<file path="src/rtl/ple_pkg.sv">
`timescale 1ns / 1ps
`default_nettype none
// ----------------------------------------------------------------------------
// ple_pkg
// Shared codes and controller/datapath interface types of the positional
// list engine.
// ----------------------------------------------------------------------------
package ple_pkg;

	localparam int FUNC_W = 3;
	localparam int POS_W  = 6;
	localparam int VAL_W  = 32;
	localparam int STAT_W = 2;
	localparam int LEN_W  = 6;

	localparam logic [FUNC_W-1:0] OP_INSERT = 3'd0;
	localparam logic [FUNC_W-1:0] OP_DELETE = 3'd1;
	localparam logic [FUNC_W-1:0] OP_GET    = 3'd2;
	localparam logic [FUNC_W-1:0] OP_LOCATE = 3'd3;
	localparam logic [FUNC_W-1:0] OP_CLEAR  = 3'd4;

	localparam logic [STAT_W-1:0] ST_OK    = 2'd0;
	localparam logic [STAT_W-1:0] ST_RANGE = 2'd1;
	localparam logic [STAT_W-1:0] ST_FULL  = 2'd2;

	localparam logic [2:0] PTR_HOLD     = 3'd0;
	localparam logic [2:0] PTR_LOAD_CNT = 3'd1;
	localparam logic [2:0] PTR_LOAD_POS = 3'd2;
	localparam logic [2:0] PTR_ZERO     = 3'd3;
	localparam logic [2:0] PTR_INC      = 3'd4;
	localparam logic [2:0] PTR_DEC      = 3'd5;

	localparam logic [1:0] RA_PTR_M1 = 2'd0;
	localparam logic [1:0] RA_PTR    = 2'd1;
	localparam logic [1:0] RA_POS_M1 = 2'd2;

	localparam logic [1:0] WA_PTR    = 2'd0;
	localparam logic [1:0] WA_PTR_M1 = 2'd1;
	localparam logic [1:0] WA_POS_M1 = 2'd2;

	localparam logic [1:0] CNT_HOLD  = 2'd0;
	localparam logic [1:0] CNT_INC   = 2'd1;
	localparam logic [1:0] CNT_DEC   = 2'd2;
	localparam logic [1:0] CNT_CLEAR = 2'd3;

	typedef struct packed {
		logic              cap;
		logic [2:0]        ptr_op;
		logic              rd_en;
		logic [1:0]        rd_sel;
		logic              wr_en;
		logic [1:0]        wr_sel;
		logic              data_load;
		logic              found_load;
		logic [1:0]        cnt_op;
		logic              st_load;
		logic [STAT_W-1:0] st_val;
		logic              out_load;
	} ple_cmd_t;

	typedef struct packed {
		logic [FUNC_W-1:0] func;
		logic              pos_zero;
		logic              pos_le_cnt;
		logic              pos_le_cnt1;
		logic              full;
		logic              ptr_ge_pos;
		logic              ptr_lt_cnt;
		logic              match;
		logic              out_free;
	} ple_stat_t;

endpackage
`default_nettype wire

</file>
<file path="src/rtl/ple_ctrl.sv">
`timescale 1ns / 1ps
`default_nettype none
// ----------------------------------------------------------------------------
// ple_ctrl
// Sequencer that decodes a request and steps the datapath through the
// entry moves, reads and compares that the operation needs.
// ----------------------------------------------------------------------------
module ple_ctrl (
	input  wire logic               clk,
	input  wire logic               arst_n,
	input  wire logic               s_tvalid,
	output logic                    s_tready,
	input  wire ple_pkg::ple_stat_t stat,
	output ple_pkg::ple_cmd_t       cmd
);
	import ple_pkg::*;

	localparam logic [3:0] S_IDLE    = 4'd0;
	localparam logic [3:0] S_DECODE  = 4'd1;
	localparam logic [3:0] S_INS_CHK = 4'd2;
	localparam logic [3:0] S_INS_WR  = 4'd3;
	localparam logic [3:0] S_DEL_CAP = 4'd4;
	localparam logic [3:0] S_DEL_CHK = 4'd5;
	localparam logic [3:0] S_DEL_WR  = 4'd6;
	localparam logic [3:0] S_GET_CAP = 4'd7;
	localparam logic [3:0] S_LOC_CHK = 4'd8;
	localparam logic [3:0] S_LOC_CMP = 4'd9;
	localparam logic [3:0] S_RESULT  = 4'd10;

	logic [3:0] state_q;
	logic [3:0] state_d;

	assign s_tready = (state_q == S_IDLE);

	always_comb begin
		state_d        = state_q;
		cmd.cap        = 1'b0;
		cmd.ptr_op     = PTR_HOLD;
		cmd.rd_en      = 1'b0;
		cmd.rd_sel     = RA_PTR;
		cmd.wr_en      = 1'b0;
		cmd.wr_sel     = WA_PTR;
		cmd.data_load  = 1'b0;
		cmd.found_load = 1'b0;
		cmd.cnt_op     = CNT_HOLD;
		cmd.st_load    = 1'b0;
		cmd.st_val     = ST_OK;
		cmd.out_load   = 1'b0;
		case (state_q)
			S_IDLE: begin
				if (s_tvalid) begin
					cmd.cap = 1'b1;
					state_d = S_DECODE;
				end
			end
			S_DECODE: begin
				case (stat.func)
					OP_INSERT: begin
						if (stat.pos_zero || !stat.pos_le_cnt1) begin
							cmd.st_load = 1'b1;
							cmd.st_val  = ST_RANGE;
							state_d     = S_RESULT;
						end else if (stat.full) begin
							cmd.st_load = 1'b1;
							cmd.st_val  = ST_FULL;
							state_d     = S_RESULT;
						end else begin
							cmd.ptr_op = PTR_LOAD_CNT;
							state_d    = S_INS_CHK;
						end
					end
					OP_DELETE: begin
						if (stat.pos_zero || !stat.pos_le_cnt) begin
							cmd.st_load = 1'b1;
							cmd.st_val  = ST_RANGE;
							state_d     = S_RESULT;
						end else begin
							cmd.rd_en  = 1'b1;
							cmd.rd_sel = RA_POS_M1;
							cmd.ptr_op = PTR_LOAD_POS;
							state_d    = S_DEL_CAP;
						end
					end
					OP_GET: begin
						if (stat.pos_zero || !stat.pos_le_cnt) begin
							cmd.st_load = 1'b1;
							cmd.st_val  = ST_RANGE;
							state_d     = S_RESULT;
						end else begin
							cmd.rd_en  = 1'b1;
							cmd.rd_sel = RA_POS_M1;
							state_d    = S_GET_CAP;
						end
					end
					OP_LOCATE: begin
						cmd.ptr_op = PTR_ZERO;
						state_d    = S_LOC_CHK;
					end
					OP_CLEAR: begin
						cmd.cnt_op = CNT_CLEAR;
						state_d    = S_RESULT;
					end
					default: begin
						state_d = S_RESULT;
					end
				endcase
			end
			S_INS_CHK: begin
				if (stat.ptr_ge_pos) begin
					cmd.rd_en  = 1'b1;
					cmd.rd_sel = RA_PTR_M1;
					state_d    = S_INS_WR;
				end else begin
					cmd.wr_en  = 1'b1;
					cmd.wr_sel = WA_POS_M1;
					cmd.cnt_op = CNT_INC;
					state_d    = S_RESULT;
				end
			end
			S_INS_WR: begin
				cmd.wr_en  = 1'b1;
				cmd.wr_sel = WA_PTR;
				cmd.ptr_op = PTR_DEC;
				state_d    = S_INS_CHK;
			end
			S_DEL_CAP: begin
				cmd.data_load = 1'b1;
				state_d       = S_DEL_CHK;
			end
			S_DEL_CHK: begin
				if (stat.ptr_lt_cnt) begin
					cmd.rd_en  = 1'b1;
					cmd.rd_sel = RA_PTR;
					state_d    = S_DEL_WR;
				end else begin
					cmd.cnt_op = CNT_DEC;
					state_d    = S_RESULT;
				end
			end
			S_DEL_WR: begin
				cmd.wr_en  = 1'b1;
				cmd.wr_sel = WA_PTR_M1;
				cmd.ptr_op = PTR_INC;
				state_d    = S_DEL_CHK;
			end
			S_GET_CAP: begin
				cmd.data_load = 1'b1;
				state_d       = S_RESULT;
			end
			S_LOC_CHK: begin
				if (stat.ptr_lt_cnt) begin
					cmd.rd_en  = 1'b1;
					cmd.rd_sel = RA_PTR;
					state_d    = S_LOC_CMP;
				end else begin
					state_d = S_RESULT;
				end
			end
			S_LOC_CMP: begin
				if (stat.match) begin
					cmd.found_load = 1'b1;
					state_d        = S_RESULT;
				end else begin
					cmd.ptr_op = PTR_INC;
					state_d    = S_LOC_CHK;
				end
			end
			S_RESULT: begin
				if (stat.out_free) begin
					cmd.out_load = 1'b1;
					state_d      = S_IDLE;
				end
			end
			default: begin
				state_d = S_IDLE;
			end
		endcase
	end

	always_ff @(posedge clk or negedge arst_n) begin
		if (!arst_n) begin
			state_q <= S_IDLE;
		end else begin
			state_q <= state_d;
		end
	end

endmodule
`default_nettype wire

</file>
<file path="src/rtl/ple_dpath.sv">
`timescale 1ns / 1ps
`default_nettype none
// ----------------------------------------------------------------------------
// ple_dpath
// Entry store, length counter, walk pointer, request registers and the
// registered result beat of the positional list engine.
// ----------------------------------------------------------------------------
module ple_dpath #(
	parameter int MAX_ENTRIES = 32
) (
	input  wire logic                      clk,
	input  wire logic                      arst_n,
	input  wire ple_pkg::ple_cmd_t         cmd,
	output ple_pkg::ple_stat_t             stat,
	input  wire logic [ple_pkg::FUNC_W-1:0] in_func,
	input  wire logic [ple_pkg::POS_W-1:0]  in_position,
	input  wire logic [ple_pkg::VAL_W-1:0]  in_value,
	output logic                           m_tvalid,
	input  wire logic                      m_tready,
	output logic [ple_pkg::STAT_W-1:0]     out_status,
	output logic [ple_pkg::VAL_W-1:0]      out_data,
	output logic [ple_pkg::POS_W-1:0]      out_found,
	output logic [ple_pkg::LEN_W-1:0]      out_length,
	output logic                           out_empty
);
	import ple_pkg::*;

	localparam int AW = $clog2(MAX_ENTRIES);
	localparam int CW = $clog2(MAX_ENTRIES + 1);
	localparam int WW = ((CW > POS_W) ? CW : POS_W) + 1;

	logic [VAL_W-1:0] mem [MAX_ENTRIES];

	logic [FUNC_W-1:0] func_q;
	logic [POS_W-1:0]  pos_q;
	logic [VAL_W-1:0]  val_q;
	logic [CW-1:0]     cnt_q;
	logic [CW-1:0]     ptr_q;
	logic [VAL_W-1:0]  rdata_q;
	logic [VAL_W-1:0]  data_q;
	logic [POS_W-1:0]  found_q;
	logic [STAT_W-1:0] status_q;

	logic [WW-1:0] pos_w;
	logic [WW-1:0] cnt_w;
	logic [WW-1:0] ptr_w;
	logic [WW-1:0] pos_m1_w;
	logic [WW-1:0] ptr_p1_w;
	logic [CW-1:0] ptr_m1;
	logic [AW-1:0] rd_addr;
	logic [AW-1:0] wr_addr;
	logic [VAL_W-1:0] wr_data;

	assign pos_w    = WW'(pos_q);
	assign cnt_w    = WW'(cnt_q);
	assign ptr_w    = WW'(ptr_q);
	assign pos_m1_w = pos_w - WW'(1);
	assign ptr_p1_w = ptr_w + WW'(1);
	assign ptr_m1   = ptr_q - CW'(1);

	assign stat.func        = func_q;
	assign stat.pos_zero    = (pos_q == '0);
	assign stat.pos_le_cnt  = (pos_w <= cnt_w);
	assign stat.pos_le_cnt1 = (pos_w <= (cnt_w + WW'(1)));
	assign stat.full        = (cnt_q >= CW'(MAX_ENTRIES));
	assign stat.ptr_ge_pos  = (ptr_w >= pos_w);
	assign stat.ptr_lt_cnt  = (ptr_q < cnt_q);
	assign stat.match       = (rdata_q == val_q);
	assign stat.out_free    = !m_tvalid || m_tready;

	always_comb begin
		case (cmd.rd_sel)
			RA_PTR_M1: rd_addr = ptr_m1[AW-1:0];
			RA_PTR:    rd_addr = ptr_q[AW-1:0];
			RA_POS_M1: rd_addr = pos_m1_w[AW-1:0];
			default:   rd_addr = ptr_q[AW-1:0];
		endcase
		case (cmd.wr_sel)
			WA_PTR: begin
				wr_addr = ptr_q[AW-1:0];
				wr_data = rdata_q;
			end
			WA_PTR_M1: begin
				wr_addr = ptr_m1[AW-1:0];
				wr_data = rdata_q;
			end
			WA_POS_M1: begin
				wr_addr = pos_m1_w[AW-1:0];
				wr_data = val_q;
			end
			default: begin
				wr_addr = ptr_q[AW-1:0];
				wr_data = rdata_q;
			end
		endcase
	end

	always_ff @(posedge clk) begin
		if (cmd.wr_en) begin
			mem[wr_addr] <= wr_data;
		end
		if (cmd.rd_en) begin
			rdata_q <= mem[rd_addr];
		end
	end

	always_ff @(posedge clk) begin
		if (cmd.cap) begin
			func_q   <= in_func;
			pos_q    <= in_position;
			val_q    <= in_value;
			data_q   <= '0;
			found_q  <= '0;
			status_q <= ST_OK;
		end else begin
			if (cmd.data_load) begin
				data_q <= rdata_q;
			end
			if (cmd.found_load) begin
				found_q <= ptr_p1_w[POS_W-1:0];
			end
			if (cmd.st_load) begin
				status_q <= cmd.st_val;
			end
		end
		case (cmd.ptr_op)
			PTR_LOAD_CNT: ptr_q <= cnt_q;
			PTR_LOAD_POS: ptr_q <= pos_w[CW-1:0];
			PTR_ZERO:     ptr_q <= '0;
			PTR_INC:      ptr_q <= ptr_q + CW'(1);
			PTR_DEC:      ptr_q <= ptr_m1;
			default:      ptr_q <= ptr_q;
		endcase
	end

	always_ff @(posedge clk or negedge arst_n) begin
		if (!arst_n) begin
			cnt_q <= '0;
		end else begin
			case (cmd.cnt_op)
				CNT_INC:   cnt_q <= cnt_q + CW'(1);
				CNT_DEC:   cnt_q <= cnt_q - CW'(1);
				CNT_CLEAR: cnt_q <= '0;
				default:   cnt_q <= cnt_q;
			endcase
		end
	end

	always_ff @(posedge clk or negedge arst_n) begin
		if (!arst_n) begin
			m_tvalid <= 1'b0;
		end else if (cmd.out_load) begin
			m_tvalid <= 1'b1;
		end else if (m_tready) begin
			m_tvalid <= 1'b0;
		end
	end

	always_ff @(posedge clk) begin
		if (cmd.out_load) begin
			out_status <= status_q;
			out_data   <= data_q;
			out_found  <= found_q;
			out_length <= cnt_w[LEN_W-1:0];
			out_empty  <= (cnt_q == '0);
		end
	end

endmodule
`default_nettype wire

</file>
<file path="src/rtl/positional_list_engine_core.sv">
`timescale 1ns / 1ps
`default_nettype none
// ----------------------------------------------------------------------------
// positional_list_engine_core
// Bounded ordered list of signed 32-bit values with 1-based positions:
// insert, delete, get, locate and clear, one result beat per request beat.
// ----------------------------------------------------------------------------
// The block takes one request at a time and returns exactly one result beat
// for it. Entries live in a single-port-write, single-port-read store with a
// registered read, so every moved or examined entry takes a read step and then
// a write or compare step. Insert shifts each entry above the position up by
// one before it writes the value, delete captures the entry and shifts the
// entries above it down, and locate compares entries from position 1 until
// one matches or the list ends. The result sits in its own register, so a new
// request is accepted while the previous result waits for m_tready. A bad
// position gives status 1, a valid insert into a full list gives status 2, and
// unknown operation codes just report the current length.
module positional_list_engine_core #(
	parameter int MAX_ENTRIES = 32
) (
	input  wire logic        clk,
	input  wire logic        arst_n,
	input  wire logic        s_tvalid,
	output logic             s_tready,
	input  wire logic [47:0] s_tdata,  // func[2:0], position[8:3], value[40:9], zero pad
	output logic             m_tvalid,
	input  wire logic        m_tready,
	output logic [47:0]      m_tdata   // status[1:0], data_out[33:2], found_position[39:34],
	                                   // length[45:40], empty_res[46], zero pad
);
	import ple_pkg::*;

	ple_cmd_t          cmd;
	ple_stat_t         stat;
	logic [STAT_W-1:0] out_status;
	logic [VAL_W-1:0]  out_data;
	logic [POS_W-1:0]  out_found;
	logic [LEN_W-1:0]  out_length;
	logic              out_empty;

	ple_ctrl u_ctrl (
		.clk      (clk),
		.arst_n   (arst_n),
		.s_tvalid (s_tvalid),
		.s_tready (s_tready),
		.stat     (stat),
		.cmd      (cmd)
	);

	ple_dpath #(
		.MAX_ENTRIES (MAX_ENTRIES)
	) u_dpath (
		.clk         (clk),
		.arst_n      (arst_n),
		.cmd         (cmd),
		.stat        (stat),
		.in_func     (s_tdata[2:0]),
		.in_position (s_tdata[8:3]),
		.in_value    (s_tdata[40:9]),
		.m_tvalid    (m_tvalid),
		.m_tready    (m_tready),
		.out_status  (out_status),
		.out_data    (out_data),
		.out_found   (out_found),
		.out_length  (out_length),
		.out_empty   (out_empty)
	);

	assign m_tdata = {1'b0, out_empty, out_length, out_found, out_data, out_status};

endmodule
`default_nettype wire
</file>
<file path="config.mk">
export PLATFORM = sky130hd
export DESIGN_NAME = positional_list_engine_core
export DESIGN_NICKNAME = d
export VERILOG_FILES = /design/src/rtl/ple_pkg.sv /design/src/rtl/ple_ctrl.sv /design/src/rtl/ple_dpath.sv /design/src/rtl/positional_list_engine_core.sv
export SDC_FILE = /design/constraint.sdc
export NUM_CORES = 2
export LEC_CHECK = 0
export BUFFER_PORTS_ARGS = -buffer_cell sky130_fd_sc_hd__buf_2
export CAP_MARGIN = 20
export CORE_ASPECT_RATIO = 1.5
export CORE_MARGIN = 1.5
export CORE_UTILIZATION = 25
export DETAILED_ROUTE_END_ITERATION = 6
export GPL_ROUTABILITY_DRIVEN = 0
export GPL_TIMING_DRIVEN = 0
export HOLD_SLACK_MARGIN = 0.03
export PLACE_DENSITY = 0.48
export SLEW_MARGIN = 0
export SYNTH_ARGS = -nofsm -noshare
export SYNTH_HDL_FRONTEND = slang
export SYNTH_SLANG_ARGS = --single-unit
export TNS_END_PERCENT = 10
</file>
<file path="constraint.sdc">
create_clock -name clk -period 7.01 [get_ports clk]
set_input_delay 0.3505 -clock clk [delete_from_list [all_inputs] [get_ports clk]]
set_output_delay 0.3505 -clock clk [all_outputs]
set_load 0.02 [all_outputs]
</file>
==> impl_metrics.csv <==
group,metric,value,unit
status,status,"finished, final reports clean",
yosys,yosysMostFrequentCell,"edfxtp_1",
clocking,cts_post_setup_buffers_inserted,0,
critical_path,path_delay_family,"simple AND/OR/NAND/NOR gates",
routing,wl,151,mm
critical_path,crit_buf_inv,4,
sta,fin_tns_setup,0,ns
yosys,synth_area_leaders,"edfxtp_1, nand2_1, mux2i_1",
critical_path,cpPeakStageDelay,0.89,ns
final_layout,syn_to_final_growth,18.1,%
critical_path,crit_slowest_cell,"nor3_1",
yosys,synth_edf_count,1150,
routing,dr.pass1.iters,5,
grt,antenna_found_initial,5,
clocking,cts_buffers,106,
critical_path,cp_max_fo,10,
pwr,worst_ir_drop_vdd,0.298,mV
critical_path,required,7.38,ns
critical_path,cp.arrival,6.65,ns
pwr,combPwrFrac,42.9,%
routing,drcViolationCount,0,
final_layout,drive_above_1_share,12.2,%
sta,fin_crit_sh,89.5,%
grt,grt-ovfl-total,0,
yosys,synthXorXnorAreaFrac,0.978,%
yosys,yosys.area.top_type,"edfxtp_1",
floorplan,initial_core_util,25.2,%
grt,grt_pass1_wl,211,mm
clocking,cts.htree.levels,3,
critical_path,crit_chain,"inv_1, ha_1, nand4_1, or3b_1, a211o_1, nor3_1, a221o_1, buf_2, clkbuf_1, clkbuf_1, nand2_1, a32oi_1, nand4_1, nor3_1",
yosys,muxShareOfSynthArea,3.67,%
pwr,pwr-share-clk,20.7,%
final_layout,fin_nets,3719,
yosys,synthAdderAreaFrac,0.965,%
yosys,ys_seq_area_share,75.0,%
pwr,totalPowerFinal,28700,µW
pwr,power_density,511,mW/mm²
pwr,p_int,16200,µW
sta,slew_headroom,16.8,%
yosys,synth_top_family_by_area,"simple AND/OR/NAND/NOR gates",
yosys,synth_cells,3337,
pwr,p_leak,0.0185,µW
floorplan,die_w,359,µm
yosys,synthesis.area,0.0475,mm²
yosys,synthSimpleGateAreaFrac,12.6,%
sta,clock.fmax,159,MHz
grt,grt_max_degree,37,
yosys,synth_compound_area_share,4.62,%
routing,final_antenna_net_count,0,
yosys,syn_nets,3425,
yosys,synth_top_area_share,72.8,%
sta,fin_skew,0.0245,ns
yosys,async_flop_share,0.916,%
placement,pre_cts_ws,0.808,ns
placement,place_hpwl,106,mm
pwr,swShare,43.5,%
yosys,yosysUniqueCellTypes,69,
grt,grt_pass1_vias,28900,
sta,worst_slack,0.737,ns
placement,io_buffers,93,
pwr,seq_power_share,36.4,%
floorplan,die_h,537,µm
clocking,clock_latency,0.72,ns
floorplan,pin_count,102,
yosys,ys_seq_elements,1201,
min_path,hold_path.class,"input pin to register",
yosys,syn_area_per_cell,14.2,µm²
yosys,ys.flop_type,"edfxtp_1",
sta,hold_viol,0,
clocking,cts_tree,"built",
flow_run,maxCapViolations,0,
grt,grt_util_all_layers,15.3,%
routing,viasPerCell,4.65,
sta,final.min_clock_period,6.27,ns
clocking,clockBufferDepth,3,
clocking,clock_sinks,1201,
floorplan,core,0.188,mm²
yosys,yosysWarnings,0,
critical_path,end_kind,"register",
floorplan,row_count,195,
pwr,switchingPower,12500,µW
sta,rsz0062_at_grt,"false",
placement,place_inst,5940,
routing,drt_iter0_markers,2688,
routing,wl_per_cell,24.3,µm
sta,drv_slew,0,
final_layout,stdcell_count,6184,
routing,vias,28800,
yosys,synthTopCellsByCount,"edfxtp_1, nand2_1, nand3_1",
floorplan,fp.dieArea,0.193,mm²
clocking,clk_pin_slew_worst_paths,0.07,ns
clocking,cts-root-buf,"clkbuf_16",
critical_path,startpoint_type,"register",
sta,tightest_slew,1.25,ns
sta,finalSetupViolCount,0,
critical_path,worstSetupPathType,"register to register",
## per-stage QoR
stage | instance area [µm²] | util [%] | hold slack, ns
detailed placement | 52200 | 27.7 | 0.253
floorplan | 47500 | - | 0.0549
global route | 56000 | 29.8 | 0.330
global placement | 51000 | 27.1 | 0.252
CTS | 56000 | 29.8 | 0.299
finish | 56000 | 29.8 | 0.343
## logic make-up after synthesis
family,Yosys count
mux,170
fa+ha+maj,36
xor+xnor,53
simple gates,1379
buf+inv,212
other cells,1
compound gates,285
flops,1201
## cell type report
type / count / area [µm²]
fill: 18900 / 132000
sequential: 1201 / 35600
multi-input combinational: 1924 / 11100
tap: 2462 / 3080
clock buffer: 136 / 2860
timing repair buffer: 186 / 1810
buffer: 188 / 910
clock inverter: 61 / 572
inverter: 24 / 90.1
antenna: 2 / 5.00
## repair_timing
item                                    CTS  global route
endpoints found under the setup margin    0             0
hold endpoints to repair                 54             0
resized for setup                         0             0
hold buffers                             45             0
## power by group through the flow
stage | clock (µW) | combinational [µW] | sequential [µW]
4_1_cts | 6030 | 12400 | 10400
5_1_grt | 6270 | 13000 | 10500
6_report | 5940 | 12300 | 10400
2_1_floorplan | 0 | 6360 | 10500
3_5_place_dp | 0 | 12300 | 10600
3_3_place_gp | 0 | 12000 | 10600
## registers in the layout, summed over array words and instances (netlist names)
register / count
u_dpath.mem: 1024
u_dpath.data_q: 32
u_dpath.out_data: 32
u_dpath.rdata_q: 32
u_dpath.val_q: 32
u_dpath.cnt_q: 6
u_dpath.found_q: 6
u_dpath.out_found: 6
u_dpath.out_length: 6
u_dpath.pos_q: 6
u_dpath.ptr_q: 6
u_ctrl.state_q: 4
u_dpath.func_q: 3
u_dpath.out_status: 2
u_dpath.status_q: 2
u_dpath.m_tvalid: 1
u_dpath.out_empty: 1
## worst paths after layout
| kind | startpoint | to | depth (start not counted) | slack, ns |
|---|---|---|---|---|
| hold reg to reg | u_dpath.data_q[5] | u_dpath.out_data[5] | 0 | 0.42 |
| hold / removal | s_tdata[8] | u_dpath.pos_q[5] | 2 | 0.34 |
| setup / recovery | u_dpath.cnt_q[5] | u_dpath.rdata_q[19] | 14 | 0.74 |
| max in group asynchronous | arst_n | u_dpath.cnt_q[2] | 3 | 5.93 |
| min in group asynchronous | arst_n | u_ctrl.state_q[3] | 3 | 0.70 |
| setup reg to reg | u_dpath.cnt_q[5] | u_dpath.rdata_q[19] | 14 | 0.74 |
## metal layers
layer,track usage (%),wire length [µm]
met1,16.8,56700
met2,29.0,80800
met3,1.74,5770
met4,7.34,7340
met5,0,0
## placed cells by master (no fill, tap or decap), drive strengths merged, types with 5 or more instances in the layout
| master | n |
|---|---|
| xor2 | 38 |
| o21ai | 19 |
| mux2i | 137 |
| nand3 | 241 |
| dfxtp | 40 |
| edfxtp | 1150 |
| nand2 | 790 |
| nand2b | 12 |
| nor3 | 48 |
| clkinv | 45 |
| ha | 35 |
| and4b | 6 |
| nor2 | 168 |
| nor4b | 7 |
| dfrtp | 11 |
| inv | 27 |
| and3 | 5 |
| nand4 | 70 |
| o21a | 6 |
| mux2 | 33 |
| nor4 | 11 |
| bufinv | 10 |
| xnor2 | 15 |
| buf | 230 |
| a32oi | 129 |
| a21oi | 55 |
| a21o | 8 |
| clkbuf | 235 |
| dlygate4sd3 | 45 |
| o2111ai | 31 |
| or3 | 5 |
| nor2b | 7 |
(Power assumes the default switching activity.)
